$ cat src/hw/rtl/skrt_pkg.sv
// ----------------------------------------------------------------------------
// skrt_pkg: shared definitions of the sorted key/record table
// Widths, default sizes, sequencer states and the result word layout.
// ----------------------------------------------------------------------------
`default_nettype none

package skrt_pkg;

    localparam int DEF_CAPACITY     = 256;
    localparam int DEF_RECORD_BYTES = 4;

    localparam int KEY_W      = 32;
    localparam int REC_MAX_W  = 32;
    localparam int POS_OUT_W  = 9;

    typedef enum logic [2:0] {
        ST_IDLE,
        ST_LAST,
        ST_SEARCH,
        ST_PROBE,
        ST_DECIDE,
        ST_SHIFT_RD,
        ST_SHIFT_WR,
        ST_RESULT
    } skrt_state_t;

    typedef struct packed {
        logic                 found;
        logic [POS_OUT_W-1:0] position;
        logic [REC_MAX_W-1:0] prev_record;
        logic                 rejected;
    } skrt_result_t;

endpackage

`default_nettype wire

$ cat src/hw/rtl/skrt_ctrl.sv
// ----------------------------------------------------------------------------
// skrt_ctrl: search and insert sequencer
// Runs the append check, the binary search and the shift-up of entries on
// an insert, all through one memory port pair and one shared pair of key compares.
// ----------------------------------------------------------------------------
`default_nettype none

module skrt_ctrl
    import skrt_pkg::*;
#(
    parameter int CAPACITY = DEF_CAPACITY,
    parameter int REC_W    = REC_MAX_W,
    localparam int AW      = $clog2(CAPACITY),
    localparam int CW      = $clog2(CAPACITY + 1),
    localparam int DW      = KEY_W + REC_W
)
(
    input  wire logic             clk,
    input  wire logic             rst_n,
    input  wire logic             in_valid,
    output logic                  in_ready,
    input  wire logic             in_action,
    input  wire logic [KEY_W-1:0] in_key,
    input  wire logic [REC_W-1:0] in_rec,
    output logic                  mem_wr_en,
    output logic      [AW-1:0]    mem_wr_addr,
    output logic      [DW-1:0]    mem_wr_data,
    output logic                  mem_rd_en,
    output logic      [AW-1:0]    mem_rd_addr,
    input  wire logic [DW-1:0]    mem_rd_data,
    output logic                  res_valid,
    input  wire logic             res_ready,
    output skrt_result_t          res
);

    skrt_state_t      state_reg, state_next;
    logic             action_reg, action_next;
    logic [KEY_W-1:0] key_reg, key_next;
    logic [REC_W-1:0] rec_reg, rec_next;
    logic [CW-1:0]    count_reg, count_next;
    logic [CW-1:0]    lo_reg, lo_next;
    logic [CW-1:0]    hi_reg, hi_next;
    logic [CW-1:0]    mid_reg, mid_next;
    logic [CW-1:0]    idx_reg, idx_next;
    logic [CW-1:0]    pos_reg, pos_next;
    logic             hit_reg, hit_next;
    logic [REC_W-1:0] old_reg, old_next;
    logic             rej_reg, rej_next;

    logic             accept;
    logic [KEY_W-1:0] rd_key;
    logic [REC_W-1:0] rd_rec;
    logic             key_eq;
    logic             key_gt;
    logic [CW:0]      mid_sum;
    logic [CW-1:0]    mid_calc;

    assign accept = in_valid && in_ready;
    assign rd_key = mem_rd_data[KEY_W-1:0];
    assign rd_rec = mem_rd_data[DW-1:KEY_W];

    // The same equal and greater-than compares serve both the append check and every probe.
    assign key_eq = (rd_key == key_reg);
    assign key_gt = (key_reg > rd_key);

    assign mid_sum  = {1'b0, lo_reg} + {1'b0, hi_reg};
    assign mid_calc = mid_sum[CW:1];

    always_ff @(posedge clk or negedge rst_n)
    begin
        if (!rst_n)
        begin
            state_reg <= ST_IDLE;
            count_reg <= '0;
        end
        else
        begin
            state_reg <= state_next;
            count_reg <= count_next;
        end
    end

    always_ff @(posedge clk)
    begin
        action_reg <= action_next;
        key_reg    <= key_next;
        rec_reg    <= rec_next;
        lo_reg     <= lo_next;
        hi_reg     <= hi_next;
        mid_reg    <= mid_next;
        idx_reg    <= idx_next;
        pos_reg    <= pos_next;
        hit_reg    <= hit_next;
        old_reg    <= old_next;
        rej_reg    <= rej_next;
    end

    always_comb
    begin
        state_next = state_reg;
        unique case (state_reg)
            ST_IDLE:
            begin
                if (accept)
                begin
                    state_next = (count_reg == '0) ? ST_DECIDE : ST_LAST;
                end
            end
            ST_LAST:
            begin
                state_next = key_gt ? ST_DECIDE : ST_SEARCH;
            end
            ST_SEARCH:
            begin
                state_next = (lo_reg < hi_reg) ? ST_PROBE : ST_DECIDE;
            end
            ST_PROBE:
            begin
                state_next = key_eq ? ST_DECIDE : ST_SEARCH;
            end
            ST_DECIDE:
            begin
                if (action_reg && !hit_reg && (count_reg != CW'(CAPACITY)))
                begin
                    state_next = ST_SHIFT_RD;
                end
                else
                begin
                    state_next = ST_RESULT;
                end
            end
            ST_SHIFT_RD:
            begin
                state_next = (idx_reg > pos_reg) ? ST_SHIFT_WR : ST_RESULT;
            end
            ST_SHIFT_WR:
            begin
                state_next = ST_SHIFT_RD;
            end
            ST_RESULT:
            begin
                if (res_ready)
                begin
                    state_next = ST_IDLE;
                end
            end
            default:
            begin
                state_next = ST_IDLE;
            end
        endcase
    end

    always_comb
    begin
        action_next = action_reg;
        key_next    = key_reg;
        rec_next    = rec_reg;
        count_next  = count_reg;
        lo_next     = lo_reg;
        hi_next     = hi_reg;
        mid_next    = mid_reg;
        idx_next    = idx_reg;
        pos_next    = pos_reg;
        hit_next    = hit_reg;
        old_next    = old_reg;
        rej_next    = rej_reg;
        in_ready    = 1'b0;
        res_valid   = 1'b0;
        mem_wr_en   = 1'b0;
        mem_wr_addr = pos_reg[AW-1:0];
        mem_wr_data = {rec_reg, key_reg};
        mem_rd_en   = 1'b0;
        mem_rd_addr = mid_calc[AW-1:0];

        unique case (state_reg)
            ST_IDLE:
            begin
                in_ready = 1'b1;
                if (accept)
                begin
                    action_next = in_action;
                    key_next    = in_key;
                    rec_next    = in_rec;
                    hit_next    = 1'b0;
                    old_next    = '0;
                    rej_next    = 1'b0;
                    pos_next    = '0;
                    // Fetch the last entry for the append check.
                    mem_rd_en   = (count_reg != '0);
                    mem_rd_addr = AW'(count_reg - CW'(1));
                end
            end
            ST_LAST:
            begin
                if (key_gt)
                begin
                    pos_next = count_reg;
                end
                else
                begin
                    lo_next = '0;
                    hi_next = count_reg;
                end
            end
            ST_SEARCH:
            begin
                if (lo_reg < hi_reg)
                begin
                    mem_rd_en = 1'b1;
                    mid_next  = mid_calc;
                end
                else
                begin
                    pos_next = lo_reg;
                end
            end
            ST_PROBE:
            begin
                if (key_eq)
                begin
                    hit_next = 1'b1;
                    pos_next = mid_reg;
                    old_next = action_reg ? rd_rec : '0;
                end
                else if (key_gt)
                begin
                    lo_next = mid_reg + CW'(1);
                end
                else
                begin
                    hi_next = mid_reg;
                end
            end
            ST_DECIDE:
            begin
                if (action_reg)
                begin
                    if (hit_reg)
                    begin
                        mem_wr_en = 1'b1;
                    end
                    else if (count_reg == CW'(CAPACITY))
                    begin
                        rej_next = 1'b1;
                    end
                    else
                    begin
                        idx_next = count_reg;
                    end
                end
            end
            ST_SHIFT_RD:
            begin
                if (idx_reg > pos_reg)
                begin
                    mem_rd_en   = 1'b1;
                    mem_rd_addr = AW'(idx_reg - CW'(1));
                end
                else
                begin
                    // Every later entry has moved up; drop the new one in.
                    mem_wr_en  = 1'b1;
                    count_next = count_reg + CW'(1);
                end
            end
            ST_SHIFT_WR:
            begin
                mem_wr_en   = 1'b1;
                mem_wr_addr = idx_reg[AW-1:0];
                mem_wr_data = mem_rd_data;
                idx_next    = idx_reg - CW'(1);
            end
            ST_RESULT:
            begin
                res_valid = 1'b1;
            end
            default:
            begin
                res_valid = 1'b0;
            end
        endcase
    end

    assign res.found       = hit_reg;
    assign res.position    = POS_OUT_W'(pos_reg);
    assign res.prev_record = REC_MAX_W'(old_reg);
    assign res.rejected    = rej_reg;

endmodule

`default_nettype wire

$ cat config.mk
export PLATFORM = sky130hd
export DESIGN_NAME = skrt_ctrl
export DESIGN_NICKNAME = d
export VERILOG_FILES = /design/src/hw/rtl/skrt_pkg.sv /design/src/hw/rtl/skrt_ctrl.sv
export SDC_FILE = /design/constraint.sdc
export NUM_CORES = 1
export LEC_CHECK = 0
export BUFFER_PORTS_ARGS = -buffer_cell sky130_fd_sc_hd__buf_2
export CAP_MARGIN = 20
export CORE_ASPECT_RATIO = 1.4
export CORE_MARGIN = 1
export CORE_UTILIZATION = 53
export DETAILED_ROUTE_END_ITERATION = 8
export HOLD_SLACK_MARGIN = 0.1
export PLACE_DENSITY = 0.91
export SETUP_SLACK_MARGIN = 0.1
export SYNTH_ARGS = -nofsm -noshare
export SYNTH_HDL_FRONTEND = slang
export SYNTH_SLANG_ARGS = --single-unit
$ cat constraint.sdc
create_clock -name clk -period 5 [get_ports clk]
set_clock_uncertainty 0.1 [all_clocks]
set_input_delay 0.75 -clock clk [delete_from_list [all_inputs] [get_ports clk]]
set_output_delay 0.75 -clock clk [all_outputs]
set_load 0.02 [all_outputs]
After elaboration in Yosys (flattened, before gate mapping). Index checks and enable logic that the tools add are counted.

Add/sub/neg operators: 5. $mul: 0. Divide/modulo/power cells: 0. $lt $le $gt $ge: 3. Equal/unequal tests: 23. Shift-type cells: 0. Multiplexer cells: 52. Bitwise gates (word level): 1. Reductions and logical operators: 22.

Operators by type and width (count): $mux W9 (13); $mux W32 (3); $mux W64 (1); $pmux W32 S2 (1); $pmux W9 S2 (3); $pmux W9 S4 (1); $eq A32 B32 Y1 (1); $gt A32 B32 Y1 (1); $ne A2 B2 Y1 const B (13); $mux W8 (3); $pmux W3 S8 (1); $add A9 B1 Y9 const B (2); $mux W3 (6); $pmux W8 S2 (1); $mux W1 (14); $eq A3 B3 Y1 const B (4); $reduce_and A4 Y1 (3); $add A9 B9 Y10 (1); $reduce_and A5 Y1 (2); $eq A9 B9 Y1 const B (1); $gt A9 B9 Y1 (1); $logic_not A9 Y1 (1); $lt A9 B9 Y1 (1); $ne A9 B9 Y1 const B (1); 16 further kinds (27).

Register bits: 156. Latch bits: 0. RAM bits: 0. Bits in read-only memories: 0. Input bits: 133. Output and inout port bits: 127. Memories: 0.

Logic depth before layout (Yosys ltp).
Depth in word-level cells: 5. Mapped depth: 9. Gate-level depth less buffers: 8.

Worst setup path before layout. Ideal clock, no wire load.

Path kind: flip-flop to output port. From: register state_reg[0]. To: output mem_rd_addr[4]. Arrival time: 3.177 ns. Data required time: 4.150 ns. Path slack: 0.973 ns. Stages on the path, launching flop included: 8. Path buffers: 1. Cell sequence: dfrtp_1 > buf_2 > or3_1 > inv_1 > nand2_1 > inv_1 > a21oi_1 > o22ai_1.

Longest elaborated chain between the ends: 5. Elaborated cells between the ends (all ways): 6. Classes of those cells: eq/ne (1); mux (3); reduce/logical (2).

RTL lines: start: declaration (line skrt_ctrl.sv:36) `skrt_state_t state_reg, state_next;`; start signal: assignment (line skrt_ctrl.sv:78) `state_reg <= state_next;`; $logic_not A3 Y1 (line skrt_ctrl.sv:176) `unique case (state_reg)`; $mux W1 (line skrt_ctrl.sv:176); net in_ready (line skrt_ctrl.sv:21) `output logic in_ready,`; $logic_and A1 B1 Y1 (line skrt_ctrl.sv:58) `assign accept = in_valid && in_ready;`; $mux W8 (line skrt_ctrl.sv:180) `if (accept)`; $pmux W8 S2 (line skrt_ctrl.sv:176); end: declaration (line skrt_ctrl.sv:29) `output logic [AW-1:0] mem_rd_addr,`.

The timed path passes the listed nets, and every way through them passes these cells.

Final worst setup path.
From: register idx_reg[6]. To: output mem_rd_addr[5].

Longest elaborated chain between the ends: 3.

RTL lines: start: declaration (line skrt_ctrl.sv:44) `logic [CW-1:0] idx_reg, idx_next;`; start signal: assignment (line skrt_ctrl.sv:91) `idx_reg <= idx_next;`; $gt A9 B9 Y1 (line skrt_ctrl.sv:255) `if (idx_reg > pos_reg)`; $mux W8 (line skrt_ctrl.sv:255); $pmux W8 S2 (line skrt_ctrl.sv:176).

No other way between the ends.

==> flow_metrics.py <==
metrics = {
    "yosys": {
        "synthesis.instances": 806,
        "ys_ff_latch": 156,
        "synth_area_per_cell_sq_um": 11.0,
        "synth_top_area_share_pct": 48.8,
        "synth_enable_flop_cells": 144,
        "ys_types": 62,
        "ys.flop_type": "edfxtp_1",
        "syn_nets": 1001,
        "synth_top_area_cell": "edfxtp_1",
        "seq_area_frac_synth_pct": 52.2,
        "ys_warn_count": 0,
        "synth_async_sr_flop_share_pct": 7.69,
        "ys_top_cells_by_count": "144 x edfxtp_1, 91 x nand2_1, 67 x inv_1",
        "yosysMostFrequentCell": "edfxtp_1",
        "synth_area_leaders": "edfxtp_1 49%, ha_1 8.6%, mux2_2 6.2%, nand2_1 3.9%, dfrtp_1 3.4%",
        "synth_area_sq_um": 8860,
    },
    "critical_path": {
        "slowest_stage": "edfxtp_1",
        "r2r-end": "lo_reg[2]",
        "required_ns": 4.15,
        "crit_buf_inv": 2,
        "path_max_fanout": 11,
        "cpLargestDelayFamily": "compound AO/OA/AOI/OAI gates",
        "criticalPathCategory": "reg2out",
        "startpoint_type": "register",
        "critPathArrivalTime_ns": 3.02,
        "ff2ff_path_depth": 7,
        "path_cells": "ha_1, a21o_1, a211oi_1, o21ai_1, o211ai_1, buf_4, o22ai_1, a31o_2, buf_2",
        "reg2reg_setup_slack_ns": 1.51,
        "reg2reg_from": "key_reg[15]",
        "endpoint_kind": "primary output",
        "cpPeakStageDelay_ns": 0.49,
    },
    "die": {
        "die_w_microns": 111,
        "rows": 55,
        "start_util_pct": 54.6,
        "coreArea_sq_um": 16200,
        "dieArea_sq_um": 17300,
        "io_pins": 260,
        "die_h_microns": 155,
    },
    "timing": {
        "maxSlewViolCount": 0,
        "finalCritPeriodShare_pct": 77.4,
        "hold_viol": 0,
        "fmax_mhz": 259,
        "tns_ns": 0,
        "rsz0062_at_grt": "no",
        "setup_violations": 0,
        "tightest_slew_ns": 1.04,
        "relSlewSlack_pct": 30.7,
        "min_period_ns": 3.87,
    },
    "power": {
        "powerDensity_nw_per_um2": 591,
        "power_uw": 6460,
        "vdd_drop_max_uv": 320,
        "p_leak_uw": 0.00499,
    },
    "placement": {
        "place_congestion": 0.885,
        "hpwl_microns": 17600,
        "dpl-instance-area_sq_um": 10400,
        "dp_cells": 1234,
        "portBuffers": 259,
    },
    "clock_tree": {
        "path_clk_slew_ns": 0.07,
        "tritoncts": "done",
        "htreeDepth": 4,
        "post_cts_buffers": 0,
        "cts_resized": 0,
        "hold_buffers": 0,
        "cts_buffers": 17,
        "clk-insertion-delay-late_ns": 0.43,
        "clockBufferDepth": 2,
        "cts_root_buffer": "clkbuf_16",
        "cts.sinks": 156,
    },
    "cells_and_area": {
        "finish.instance_area_sq_um": 10900,
        "nNetsFinal": 1249,
        "areaGrowthSynthToFinish_pct": 23.3,
        "drive_gt1_share_pct": 34.9,
        "postLayoutCoreUtil_pct": 67.3,
        "fillers": 1188,
        "instances_no_fill": 1266,
        "antennaDiodeCount": 0,
    },
    "outcome": {
        "violations": "design-rule violations",
        "status": "finished, violations left",
    },
    "route": {
        "drcViolationCount": 8,
        "dr.pass1.iters": 9,
        "wl_per_cell_microns": 18.8,
        "first_iter_violations": 552,
        "wl_microns": 23800,
        "antenna_left": 0,
        "via_count": 7329,
        "viasPerCell": 5.79,
    },
    "global_route": {
        "grt_max_degree": 83,
        "grt.overflow.total": 0,
        "grt_pass1_wl_microns": 37300,
        "antenna_found_initial": 1,
        "grt_use_total_pct": 28.0,
        "grt_pass1_vias": 7663,
    },
    "flow_run": {
        "maxCapViolCount": 0,
    },
    "hold_path": {
        "hp-class": "in2async",
    },
}
## stage by stage
stage	setup slack (ns)	hold slack, ns
3_3_place_gp	1.24	0.481
5_1_grt	0.982	0.117
3_5_place_dp	1.09	0.477
6_report	1.13	0.122
4_1_cts	1.16	0.120
2_1_floorplan	0.973	0.354
## routing by layer
metal,global-route usage [%],up-vias,part of all wire [%]
li1,-,3434,-
met1,29.6,3401,34
met2,50.4,373,53
met3,5.80,121,6.7
met4,18.9,0,6.8
met5,0,-,0
## placed cells by master (no fill, tap or decap), types with 24 or more instances in the layout
master,synthesis,final
xnor2_1,24,24
and3_1,43,43
edfxtp_1,144,144
nand3_1,25,24
mux2_2,49,49
nor2_1,36,36
inv_1,67,66
a21oi_1,31,31
ha_1,61,61
buf_2,1,259
nand2_1,91,91
o21ai_0,53,53
## cell families (layout without fill, tap and decap cells)
family / Yosys count / count (layout) / share of synthesized area (%)
xor+xnor: 34 / 34 / 3.36
compound gates: 140 / 140 / 10.2
flops: 156 / 156 / 52.2
fa+ha+maj: 62 / 62 / 8.84
simple gates: 252 / 252 / 14.2
buf+inv: 112 / 373 / 4.84
mux: 50 / 50 / 6.34
## where the power goes
| group | internal [uW] | total (uW) | switching (uW) |
|---|---|---|---|
| combinational | 1110 | 3100 | 1990 |
| clock | 666 | 1260 | 592 |
| sequential | 1860 | 2100 | 238 |
## worst max-delay path by stage
| stage | startpoint | slack [ns] | to | cells past startpoint |
|---|---|---|---|---|
| after global routing | idx_reg[6] | 0.98 | mem_rd_addr[5] | 9 |
| after global placement | mem_rd_data[15] | 1.24 | lo_reg[3] | 9 |
| after CTS | idx_reg[6] | 1.16 | mem_rd_addr[5] | 9 |
| final | idx_reg[6] | 1.13 | mem_rd_addr[5] | 9 |
| after detailed placement | mem_rd_data[13] | 1.09 | lo_reg[5] | 9 |
| after floorplan | state_reg[0] | 0.97 | mem_rd_addr[4] | 7 |
## cell type report
type                            count  area, sq um  share of cell area (%)
Tap cell                          199          249                    2.28
Clock inverter                     14          144                    1.32
Timing Repair Buffer              273         1400                    12.8
Sequential cell                   156         4620                    42.3
Clock buffer                       18          429                    3.93
Inverter                           68          255                    2.34
Multi-Input combinational cell    538         3820                    35.0
Note: power is estimated with default switching activity, not from simulation.
